==> src/hw/rtl/pid_position_motor_drive_defines.svh <==
// Assertion macros for the position PID motor drive.
// Use one macro per assertion, on its own line, inside a module that has clk_i and rst_ni.
`ifndef PID_POSITION_MOTOR_DRIVE_DEFINES_SVH
`define PID_POSITION_MOTOR_DRIVE_DEFINES_SVH

`ifndef SYNTHESIS

// Checked only while out of reset.
`define PMD_ASSERT(name, prop, msg) \
  name: assert property (@(posedge clk_i) disable iff (!rst_ni) prop) else $error(msg);

// Checked on every edge, also during reset.
`define PMD_ASSERT_ALWAYS(name, prop, msg) \
  name: assert property (@(posedge clk_i) prop) else $error(msg);

`else

`define PMD_ASSERT(name, prop, msg)
`define PMD_ASSERT_ALWAYS(name, prop, msg)

`endif

`endif

==> src/hw/rtl/pid_pmd_pkg.sv <==
package pid_pmd_pkg;

  // Field widths
  localparam int unsigned TGT_W  = 16;
  localparam int unsigned MEAS_W = 8;
  localparam int unsigned GAIN_W = 16;
  localparam int unsigned OUT_W  = 8;

  // Datapath widths: error -255..65535, integral saturates at 32 bits
  localparam int unsigned ERR_W   = 18;
  localparam int unsigned SUM_W   = 32;
  localparam int unsigned PE_W    = GAIN_W + ERR_W;   // gain * error or difference
  localparam int unsigned PI_W    = GAIN_W + SUM_W;   // gain * integral
  localparam int unsigned ACC_W   = PI_W + 2;         // sum of three products

  localparam int unsigned IN_DATA_W  = 24;
  localparam int unsigned OUT_DATA_W = 32;

  // Largest value the compare fields can carry
  localparam int unsigned FIELD_MAX = (1 << OUT_W) - 1;

  // Parameter defaults
  localparam int unsigned GAIN_FRAC_BITS_DEF = 8;
  localparam int unsigned DUTY_MAX_DEF       = 255;

  // Configuration register indexes
  typedef enum logic [1:0] {
    CFG_PROP  = 2'd0,
    CFG_INTEG = 2'd1,
    CFG_DERIV = 2'd2
  } cfg_idx_e;

  // Bridge drive direction codes
  typedef enum logic [1:0] {
    DIR_HOLD = 2'd0,
    DIR_FWD  = 2'd1,
    DIR_REV  = 2'd2
  } drive_dir_e;

  typedef struct packed {
    logic signed [GAIN_W-1:0] prop;
    logic signed [GAIN_W-1:0] integ;
    logic signed [GAIN_W-1:0] deriv;
  } gains_t;

  // Error stage payload
  typedef struct packed {
    logic signed [ERR_W-1:0] err;
    logic signed [SUM_W-1:0] sum;
    logic signed [ERR_W-1:0] diff;
  } err_stage_t;

  // Product stage payload
  typedef struct packed {
    logic signed [PE_W-1:0] prop;
    logic signed [PI_W-1:0] integ;
    logic signed [PE_W-1:0] deriv;
  } prod_stage_t;

  // Result item
  typedef struct packed {
    logic [OUT_W-1:0] duty;
    drive_dir_e       dir;
    logic [OUT_W-1:0] rev_cmp;
    logic [OUT_W-1:0] fwd_cmp;
  } drive_out_t;

endpackage

==> src/hw/rtl/pid_pmd_err.sv <==
// Error, saturating integral and derivative; holds the loop state.
module pid_pmd_err (
  input  logic                           clk_i,
  input  logic                           rst_ni,
  input  logic                           adv_i,
  input  logic                           in_vld_i,
  input  logic [pid_pmd_pkg::TGT_W-1:0]  target_i,
  input  logic [pid_pmd_pkg::MEAS_W-1:0] measured_i,
  output logic                           vld_o,
  output pid_pmd_pkg::err_stage_t        stage_o
);
  import pid_pmd_pkg::*;

  localparam logic signed [SUM_W-1:0] SUM_HI = {1'b0, {(SUM_W-1){1'b1}}};
  localparam logic signed [SUM_W-1:0] SUM_LO = {1'b1, {(SUM_W-1){1'b0}}};

  logic signed [SUM_W-1:0] sum_q, sum_d;
  logic signed [ERR_W-1:0] prev_q;
  logic signed [ERR_W-1:0] err;
  logic signed [SUM_W:0]   sum_ext;
  logic                    vld_q;
  err_stage_t              stage_q;
  logic                    take;

  assign take = adv_i & in_vld_i;

  // Error and integral with saturation
  always_comb begin
    err     = signed'(ERR_W'(target_i)) - signed'(ERR_W'(measured_i));
    sum_ext = {sum_q[SUM_W-1], sum_q} + {{(SUM_W+1-ERR_W){err[ERR_W-1]}}, err};
    if (sum_ext[SUM_W] != sum_ext[SUM_W-1]) begin
      sum_d = sum_ext[SUM_W] ? SUM_LO : SUM_HI;
    end else begin
      sum_d = sum_ext[SUM_W-1:0];
    end
  end

  // Loop state
  always_ff @(posedge clk_i or negedge rst_ni) begin
    if (!rst_ni) begin
      sum_q  <= '0;
      prev_q <= '0;
      vld_q  <= 1'b0;
    end else begin
      if (adv_i) begin
        vld_q <= in_vld_i;
      end
      if (take) begin
        sum_q  <= sum_d;
        prev_q <= err;
      end
    end
  end

  // Stage payload
  always_ff @(posedge clk_i) begin
    if (take) begin
      stage_q.err  <= err;
      stage_q.sum  <= sum_d;
      stage_q.diff <= err - prev_q;
    end
  end

  assign vld_o   = vld_q;
  assign stage_o = stage_q;

endmodule

==> src/hw/rtl/pid_pmd_mult.sv <==
// Three gain multiplies, one register stage.
module pid_pmd_mult (
  input  logic                     clk_i,
  input  logic                     rst_ni,
  input  logic                     adv_i,
  input  logic                     vld_i,
  input  pid_pmd_pkg::err_stage_t  stage_i,
  input  pid_pmd_pkg::gains_t      gains_i,
  output logic                     vld_o,
  output pid_pmd_pkg::prod_stage_t prod_o
);
  import pid_pmd_pkg::*;

  logic        vld_q;
  prod_stage_t prod_q;

  always_ff @(posedge clk_i or negedge rst_ni) begin
    if (!rst_ni) begin
      vld_q <= 1'b0;
    end else if (adv_i) begin
      vld_q <= vld_i;
    end
  end

  // Exact signed products
  always_ff @(posedge clk_i) begin
    if (adv_i && vld_i) begin
      prod_q.prop  <= PE_W'(gains_i.prop)  * PE_W'(stage_i.err);
      prod_q.integ <= PI_W'(gains_i.integ) * PI_W'(stage_i.sum);
      prod_q.deriv <= PE_W'(gains_i.deriv) * PE_W'(stage_i.diff);
    end
  end

  assign vld_o  = vld_q;
  assign prod_o = prod_q;

endmodule

==> src/hw/rtl/pid_pmd_drive.sv <==
`include "pid_position_motor_drive_defines.svh"

// Sum, fixed-point shift, clamp and compare hold; this is the result register.
module pid_pmd_drive #(
  parameter int unsigned GAIN_FRAC_BITS = pid_pmd_pkg::GAIN_FRAC_BITS_DEF,
  parameter int unsigned DUTY_MAX       = pid_pmd_pkg::DUTY_MAX_DEF
) (
  input  logic                     clk_i,
  input  logic                     rst_ni,
  input  logic                     adv_i,
  input  logic                     vld_i,
  input  pid_pmd_pkg::prod_stage_t prod_i,
  output logic                     vld_o,
  output pid_pmd_pkg::drive_out_t  out_o
);
  import pid_pmd_pkg::*;

  // Clamp to the smaller of the duty limit and the field range
  localparam int unsigned DUTY_LIM = (DUTY_MAX < FIELD_MAX) ? DUTY_MAX : FIELD_MAX;
  localparam logic signed [ACC_W-1:0] LIM_POS = ACC_W'(DUTY_LIM);
  localparam logic signed [ACC_W-1:0] LIM_NEG = -LIM_POS;
  localparam logic [OUT_W-1:0]        LIM_OUT = OUT_W'(DUTY_LIM);

  logic signed [ACC_W-1:0] acc, res, res_neg;
  logic [OUT_W-1:0]        duty;
  drive_dir_e              dir;
  logic [OUT_W-1:0]        fwd_q, rev_q, duty_q;
  drive_dir_e              dir_q;
  logic                    vld_q;

  // Result, direction and clamped magnitude
  always_comb begin
    acc     = ACC_W'(prod_i.prop) + ACC_W'(prod_i.integ) + ACC_W'(prod_i.deriv);
    res     = acc >>> GAIN_FRAC_BITS;
    res_neg = -res;
    duty    = '0;
    dir     = DIR_HOLD;
    if (res > 0) begin
      dir  = DIR_FWD;
      duty = (res > LIM_POS) ? LIM_OUT : res[OUT_W-1:0];
    end else if (res < 0) begin
      dir  = DIR_REV;
      duty = (res < LIM_NEG) ? LIM_OUT : res_neg[OUT_W-1:0];
    end
  end

  // Held compares double as the output compare fields
  always_ff @(posedge clk_i or negedge rst_ni) begin
    if (!rst_ni) begin
      vld_q <= 1'b0;
      fwd_q <= '0;
      rev_q <= '0;
    end else if (adv_i) begin
      vld_q <= vld_i;
      if (vld_i) begin
        unique case (dir)
          DIR_FWD: begin
            fwd_q <= duty;
            rev_q <= '0;
          end
          DIR_REV: begin
            fwd_q <= '0;
            rev_q <= duty;
          end
          default: begin
            fwd_q <= fwd_q;
            rev_q <= rev_q;
          end
        endcase
      end
    end
  end

  always_ff @(posedge clk_i) begin
    if (adv_i && vld_i) begin
      dir_q  <= dir;
      duty_q <= duty;
    end
  end

  assign vld_o         = vld_q;
  assign out_o.fwd_cmp = fwd_q;
  assign out_o.rev_cmp = rev_q;
  assign out_o.dir     = dir_q;
  assign out_o.duty    = duty_q;

  // Result consistency
  `PMD_ASSERT(a_fwd_cmp, (vld_q && dir_q == DIR_FWD) |-> (fwd_q == duty_q && rev_q == '0 && duty_q != '0), "forward result with bad compares")
  `PMD_ASSERT(a_rev_cmp, (vld_q && dir_q == DIR_REV) |-> (rev_q == duty_q && fwd_q == '0 && duty_q != '0), "reverse result with bad compares")
  `PMD_ASSERT(a_hold_cmp, (vld_q && dir_q == DIR_HOLD) |-> (duty_q == '0), "zero result with nonzero duty")
  `PMD_ASSERT(a_duty_lim, vld_q |-> (duty_q <= LIM_OUT && fwd_q <= LIM_OUT && rev_q <= LIM_OUT), "duty above limit")
  `PMD_ASSERT(a_one_side, (fwd_q == '0) || (rev_q == '0), "both bridge channels driven")

endmodule

==> src/hw/rtl/pid_position_motor_drive.sv <==
// Position PID loop with H-bridge PWM compare outputs.
// Stages from input transfer to result: error stage, multiply stage, result.
// Throughput: one item per cycle; the three-stage pipeline stalls as a whole on output backpressure.
// Reset (rst_ni low, asynchronous): gains, integral, previous error and held compares clear to zero.
module pid_position_motor_drive #(
  parameter int unsigned GAIN_FRAC_BITS = pid_pmd_pkg::GAIN_FRAC_BITS_DEF,
  parameter int unsigned DUTY_MAX       = pid_pmd_pkg::DUTY_MAX_DEF
) (
  input  logic                               clk_i,
  input  logic                               rst_ni,
  // Configuration write port
  input  logic                               cfg_we_i,
  input  logic [1:0]                         cfg_idx_i,
  input  logic [pid_pmd_pkg::GAIN_W-1:0]     cfg_data_i,
  // Input stream
  input  logic                               s_axis_tvalid,
  output logic                               s_axis_tready,
  // [15:0] target_position, [23:16] measured_position
  input  logic [pid_pmd_pkg::IN_DATA_W-1:0]  s_axis_tdata,
  // Result stream
  output logic                               m_axis_tvalid,
  input  logic                               m_axis_tready,
  // [7:0] forward_compare, [15:8] reverse_compare, [17:16] drive_direction,
  // [25:18] duty_magnitude, [31:26] zero
  output logic [pid_pmd_pkg::OUT_DATA_W-1:0] m_axis_tdata
);
  import pid_pmd_pkg::*;

  gains_t      gains_q;
  logic        adv;
  logic        a_vld, b_vld, c_vld;
  err_stage_t  a_stage;
  prod_stage_t b_prod;
  drive_out_t  c_out;

  // Pipeline moves when the result register is free or being taken
  assign adv           = ~c_vld | m_axis_tready;
  assign s_axis_tready = adv;

  // Gain registers
  always_ff @(posedge clk_i or negedge rst_ni) begin
    if (!rst_ni) begin
      gains_q <= '0;
    end else if (cfg_we_i) begin
      unique case (cfg_idx_i)
        CFG_PROP:  gains_q.prop  <= cfg_data_i;
        CFG_INTEG: gains_q.integ <= cfg_data_i;
        CFG_DERIV: gains_q.deriv <= cfg_data_i;
        default:   gains_q       <= gains_q;
      endcase
    end
  end

  pid_pmd_err u_err (
    .clk_i      (clk_i),
    .rst_ni     (rst_ni),
    .adv_i      (adv),
    .in_vld_i   (s_axis_tvalid),
    .target_i   (s_axis_tdata[TGT_W-1:0]),
    .measured_i (s_axis_tdata[TGT_W+MEAS_W-1:TGT_W]),
    .vld_o      (a_vld),
    .stage_o    (a_stage)
  );

  pid_pmd_mult u_mult (
    .clk_i   (clk_i),
    .rst_ni  (rst_ni),
    .adv_i   (adv),
    .vld_i   (a_vld),
    .stage_i (a_stage),
    .gains_i (gains_q),
    .vld_o   (b_vld),
    .prod_o  (b_prod)
  );

  pid_pmd_drive #(
    .GAIN_FRAC_BITS (GAIN_FRAC_BITS),
    .DUTY_MAX       (DUTY_MAX)
  ) u_drive (
    .clk_i  (clk_i),
    .rst_ni (rst_ni),
    .adv_i  (adv),
    .vld_i  (b_vld),
    .prod_i (b_prod),
    .vld_o  (c_vld),
    .out_o  (c_out)
  );

  assign m_axis_tvalid = c_vld;
  assign m_axis_tdata  = OUT_DATA_W'(c_out);

endmodule
==> config.mk <==
export PLATFORM = sky130hd
export DESIGN_NAME = pid_position_motor_drive
export DESIGN_NICKNAME = d
export VERILOG_FILES = /design/src/hw/rtl/pid_pmd_pkg.sv /design/src/hw/rtl/pid_pmd_err.sv /design/src/hw/rtl/pid_pmd_mult.sv /design/src/hw/rtl/pid_pmd_drive.sv /design/src/hw/rtl/pid_position_motor_drive.sv
export VERILOG_INCLUDE_DIRS = /design/src /design/src/hw/rtl
export SDC_FILE = /design/constraint.sdc
export NUM_CORES = 2
export LEC_CHECK = 0
export BUFFER_PORTS_ARGS = -buffer_cell sky130_fd_sc_hd__buf_2
export CAP_MARGIN = 20
export CORE_ASPECT_RATIO = 1.25
export CORE_MARGIN = 3
export CORE_UTILIZATION = 58
export CTS_BUF_LIST = sky130_fd_sc_hd__clkbuf_8
export DETAILED_ROUTE_END_ITERATION = 7
export PLACE_DENSITY = 0.74
export SYNTH_ARGS = -nofsm -noshare
export SYNTH_HDL_FRONTEND = slang
export SYNTH_SLANG_ARGS = --single-unit
==> constraint.sdc <==
create_clock -name clk_i -period 8 [get_ports clk_i]
set_input_delay 1.2 -clock clk_i [delete_from_list [all_inputs] [get_ports clk_i]]
set_output_delay 1.2 -clock clk_i [all_outputs]
set_load 0.02 [all_outputs]
# After elaboration in Yosys (flattened, before gate mapping)

Index checks and enable logic that the tools add are counted.

Output and inout bits: 34
ROM bits: 0
Memories: 0
Memory bits (writable): 0
Latch bits: 0
Register bits: 309
Word-level logic and storage cells: 57

Equality and inequality tests: 5
Add/subtract/negate cells: 6
Mux-type cells: 10
Order comparisons: 4
Div/mod/pow operators: 0
Reduce and logical (&&, ||, !) cells: 8
Multiply operators: 3
Shift operators: 0
Bitwise gates (word level): 3

Operators by type and width:

| operator                                                                          | number |
|---|---|
| 32-bit two-way mux                                                                | 2 |
| 49-bit by 34-bit adder with 50-bit output                                         | 1 |
| 34-bit by 48-bit adder with 49-bit output                                         | 1 |
| 16-bit by 32-bit multiplier with 48-bit output                                    | 1 |
| 42-bit by 1-bit greater-than comparator with 1-bit output (second input constant) | 1 |
| 42-bit by 9-bit greater-than comparator with 1-bit output (second input constant) | 1 |
| 42-bit by 1-bit less-than comparator with 1-bit output (second input constant)    | 1 |
| 42-bit by 9-bit less-than comparator with 1-bit output (second input constant)    | 1 |
| 16-bit by 18-bit multiplier with 34-bit output                                    | 1 |
| 32-bit by 17-bit adder with 33-bit output                                         | 1 |
| 16-bit by 17-bit multiplier with 33-bit output                                    | 1 |
| 8-bit two-way mux                                                                 | 4 |
| 8-bit case mux with 2 select lines                                                | 2 |
| 17-bit by 17-bit subtractor with 18-bit output                                    | 1 |
| 16-bit by 8-bit subtractor with 17-bit output                                     | 1 |
| 8-bit negator                                                                     | 1 |
| 2-bit AND reduction                                                               | 3 |
| 2-bit by 1-bit == test with 1-bit output (second input constant)                  | 2 |
| 2-bit == test (second input constant)                                             | 2 |
| 2-bit two-way mux                                                                 | 2 |
| 3-bit AND reduction                                                               | 1 |
| 1-bit logical AND                                                                 | 2 |
| 2-bit logical NOT                                                                 | 1 |
| 2-bit nonzero test                                                                | 1 |
| other kinds (4)                                                                   | 4 |

# Depth between registers and ports, before layout

Depth in word-level cells: 8
Mapped depth: 30

# Cells and area by module

From an unflattened synthesis, not the netlist that was laid out.

Cell total of the unflattened synthesis: 6247
Area, all modules: 58837.7 µm²

Modules (own cells, without submodules):

| module                   | instances | area each (µm²) | seq. area each (µm²) | cells each |
|---|---|---|---|---|
| pid_pmd_mult             | 1         | 43075.1         | 3508.4               | 4622 |
| pid_pmd_err              | 1         | 7921.3          | 3263.1               | 781 |
| pid_pmd_drive            | 1         | 5970.7          | 725.7                | 734 |
| pid_position_motor_drive | 1         | 1870.5          | 1201.2               | 110 |

# Least setup slack after synthesis

Ideal clock, no wire load.

Path type: input-to-reg
From: in s_axis_tdata[0] (netlist name)
To: reg u_err.stage_q (netlist bit u_err.stage_o[33]) (data pin)
Slack: 0.823 ns
Setup time: 0.266 ns
Data required time: 7.734 ns
Buffers on the path: 2
Data arrival time: 6.911 ns
Cell stages on the path: 26
Cell sequence: inv_1 > ha_1 > inv_1 > fa_1 > nand2_1 > nand2_1 > a21oi_1 > o21bai_1 > a21oi_1 > nor2b_1 > o21a_1 > nand2b_1 > nor3_1 > ha_1 > a21o_1 > a21o_1 > a221oi_1 > o211ai_1 > a41oi_1 > o21ai_0 > o41a_1 > and2_1 > clkbuf_1 > buf_1 > nor2_1 > nor2_1

Cells in the longest elaborated chain, start to end: 4
Elaborated cells on any way between the ends: 5

RTL lines:

| element                                             | line                                 | source |
|---|---|---|
| from (decl)                                         | pid_position_motor_drive.sv:19       | `input logic [pid_pmd_pkg::IN_DATA_W-1:0] s_axis_tdata,` |
| 16-bit by 8-bit subtractor with 17-bit output (*)   | pid_pmd_err.sv:29                    | `err = signed'(ERR_W'(target_i)) - signed'(ERR_W'(measured_i));` |
| via u_err.err[16]                                   | pid_pmd_err.sv:19                    | `logic signed [ERR_W-1:0] err;` |
| 32-bit by 17-bit adder with 33-bit output (*)       | pid_pmd_err.sv:30                    | `sum_ext = {sum_q[SUM_W-1], sum_q} + {{(SUM_W+1-ERR_W){err[ERR_W-1]}}, err};` |
| 32-bit two-way mux or 1-bit != test (tied branches) | pid_pmd_err.sv:32, pid_pmd_err.sv:31 |  |
| 32-bit two-way mux (*)                              | pid_pmd_err.sv:31                    | `if (sum_ext[SUM_W] != sum_ext[SUM_W-1]) begin` |
| via u_err.sum_d[15]                                 | pid_pmd_err.sv:17                    | `logic signed [SUM_W-1:0] sum_q, sum_d;` |
| to (decl)                                           | pid_pmd_err.sv:22                    | `err_stage_t stage_q;` |

The timed path passes the listed nets; every way through them passes the cells marked *.
A chain may end at the register's enable or synchronous reset.

# Worst setup path in the final report

From: reg u_err.stage_q (netlist bit u_err.stage_o[27])
To: reg u_mult.prod_q (netlist bit u_mult.prod_o[81]) (data pin)

Cells in the longest elaborated chain, start to end: 1

RTL lines:

| element                                        | line               | source |
|---|---|---|
| 16-bit by 32-bit multiplier with 48-bit output | pid_pmd_mult.sv:29 | `prod_q.integ <= PI_W'(gains_i.integ) * PI_W'(stage_i.sum);` |
| to (decl)                                      | pid_pmd_mult.sv:15 | `prod_stage_t prod_q;` |

Every way passes these cells.

==> impl_metrics.ini <==
[layout]
layout_common_cells = 1296 x inv_1, 1102 x fa_1, 779 x nand2_1
ff_latch_area_um2 = 8670
layout.cells.most_common = inv_1
fillers = 7814
drive_gt1_share_pct = 6.64
final_nets = 7416
syn_to_final_growth_pct = 6.32
fin_util_pct = 62.4
multi_input_area_um2 = 41200

[yosys]
netlist_instances = 5815
avgSynthCellArea_um2 = 9.54
syn_area_um2 = 55500
synth_edf_count = 192
ys_seq_elements = 308
yosys_warnings = 0
ys.flop_type = edfxtp_1
async_flop_share_pct = 37.7
yosysSeqAreaShare_pct = 15.6
yosysUniqueCellTypes = 94

[timing]
slew_viol_final = 0
setup_tns_ps = 0
worst_pin_slew_ps = 1030
slew_headroom_pct = 30.7
finalCritPeriodShare_pct = 97.1
fin_skew_ps = 40.8
hold_viol = 0
fmax_mhz = 129
fin_crit_ps = 7770
finalSetupViolations = 0

[cts]
clock-sinks = 308
clk_pin_slew_worst_paths_ps = 70
clock_latency_ps = 690
clock_path_buffers = 3
clock-root-buffer = clkbuf_8
cts_tree = yes
htreeDepth = 2
cts_buffers = 53
ctsHoldBuffers = 0

[grt]
grt.total_usage_pct = 30.5
met2_usage_pct = 53.5
busiest_layer = met2
grt_max_degree = 80
met3_usage_pct = 4.19
antenna_found_initial = 4
grt_pass1_wl_um = 233000
first_global_vias = 43900
use_met1_pct = 34.3
overflow = 0

[die]
die_y_um = 352
dieArea_um2 = 99400
pin_count = 81
rows = 126
initial_utilization_pct = 58.7
die_x_um = 283
core-area_um2 = 94600

[routing]
drt_pass1_iterations = 7
vias = 39900
routed_wirelength_um = 143000
drtIter0Drc = 2646
drtAntennaViolNets = 0
wl_per_cell_um = 20.1
viasPerCell = 5.60
drc = 0

[placed_design]
place.gp.congestion = 0.962
hpwl_um = 118000
port_buffers = 74

[worst_setup_path]
cp-end-kind = flop
cp.required_ps = 8410
crit_arrival_ps = 8180
path_class = flop to flop
cp-start-kind = flop
cp_max_fo = 12

[min_path]
worstHoldPathType = input port to async pin

[run_status]
run_status = finished, final reports clean

[run]
cap_viol_max_count = 0
stage by stage:
step           instance area, um^2  instances  hold WS [ps]  setup WS [ps]
3_5_place_dp                 57500       7018           476            102
5_1_grt                      59000       7136           360          -36.8
4_1_cts                      58800       7116           321           83.9
3_3_place_gp                 57500       7018           466            212
6_report                     59000       7136           386            229
2_1_floorplan                55500       5820           446            823
Yosys cell counts, types with 9 or more instances:
cell type / instances / area share (%)
or2_2: 13 / 0.15
and3_1: 18 / 0.20
ha_1: 391 / 8.8
nor2_1: 207 / 1.4
nand2b_1: 45 / 0.51
o211ai_1: 12 / 0.16
o21ai_1: 11 / 0.099
a21oi_1: 152 / 1.4
or3_1: 14 / 0.16
nor4_1: 9 / 0.10
a21boi_0: 14 / 0.19
a211oi_1: 12 / 0.16
o21ai_0: 142 / 1.3
mux2_2: 52 / 1.1
nand3_1: 49 / 0.44
nand2_1: 779 / 5.3
dfrtp_1: 116 / 5.2
xor2_1: 50 / 0.79
xnor2_1: 149 / 2.4
edfxtp_1: 192 / 10
a31oi_1: 19 / 0.21
o31ai_1: 12 / 0.16
a211o_1: 9 / 0.14
inv_1: 1286 / 8.7
nor2b_1: 19 / 0.21
a21o_1: 69 / 0.93
nand4_1: 13 / 0.15
buf_4: 9 / 0.12
fa_1: 1102 / 40
o21a_1: 30 / 0.41
clkbuf_1: 188 / 1.3
and2_1: 425 / 4.8
o21bai_1: 24 / 0.32
nor3_1: 38 / 0.34
worst max-delay path, stage by stage (launching register included):
cell,delay [ps]
edfxtp_1,580
and2_1,270
fa_1,530
inv_1,50
fa_1,470
fa_1,520
inv_1,60
fa_1,500
fa_1,520
inv_1,70
fa_1,490
inv_1,40
ha_1,240
a211o_1,290
a211oi_1,380
o211ai_1,270
a21boi_2,250
o31ai_1,140
o211a_1,260
a41oi_1,250
a21oi_1,120
and2_1,200
a21oi_1,240
a2111o_1,180
nand3_1,80
o41a_1,330
xnor2_1,130
per-layer routing:
metal / vias to the layer above / part of all wire [%]
li1: 17800 / -
met2: 1242 / 51
met3: 488 / 5.1
met1: 20400 / 35
met4: 2 / 8.8
met5: - / 0.0091
kinds of logic (layout without fill, tap and decap cells):
group	after synthesis	count (layout)	share of synthesized area, %
simple gates	1669	1669	14.3
buf+inv	1495	1594	10.2
fa+ha+maj	1499	1499	48.7
other cells	1	7	0.00676
xor+xnor	199	199	3.14
compound gates	585	585	6.83
mux	59	59	1.18
flops	308	308	15.6
layout make-up:
cell class / instances / area share [%]
Multi-Input combinational cell: 4017 / 69.9
Sequential cell: 308 / 14.7
Inverter: 1289 / 8.21
Tap cell: 1216 / 2.58
Timing Repair Buffer: 207 / 2.40
Clock buffer: 61 / 1.42
Clock inverter: 37 / 0.800
Antenna cell: 1 / 0.00424
registers in the layout, indices dropped and copies added, names as in the netlist:
name            count
u_drive.duty_q      8
gains_q            48
u_drive.fwd_q       8
u_mult.prod_o     115
u_drive.dir_q       2
u_err.sum_q        32
u_drive.rev_q       8
u_mult.vld_o        1
u_err.stage_o      67
u_err.prev_q       17
u_err.vld_o         1
u_drive.vld_o       1
path summary, 6_finish.rpt:
check	startpoint	end	slack [ps]	cells past startpoint
min in group clk_i	u_err.sum_q[17]	u_err.sum_q[17]	490	2
max reg2reg	u_err.stage_o[27]	u_mult.prod_o[81]	230	26
min	rst_ni	u_drive.rev_q[6]	390	1
min reg2reg	u_err.sum_q[17]	u_err.sum_q[17]	490	2
max in group asynchronous	rst_ni	gains_q[25]	5840	3
max	u_err.stage_o[27]	u_mult.prod_o[81]	230	26
what timing repair did:
action,in CTS,in global routing
gates cloned,0,0
setup buffers,0,18
setup endpoints to repair,1,14
resized for setup,1,11
hold endpoints to repair,0,0
Power is not shown: default switching activity piles up to over one toggle a cycle in this logic, so the estimate is an artifact.
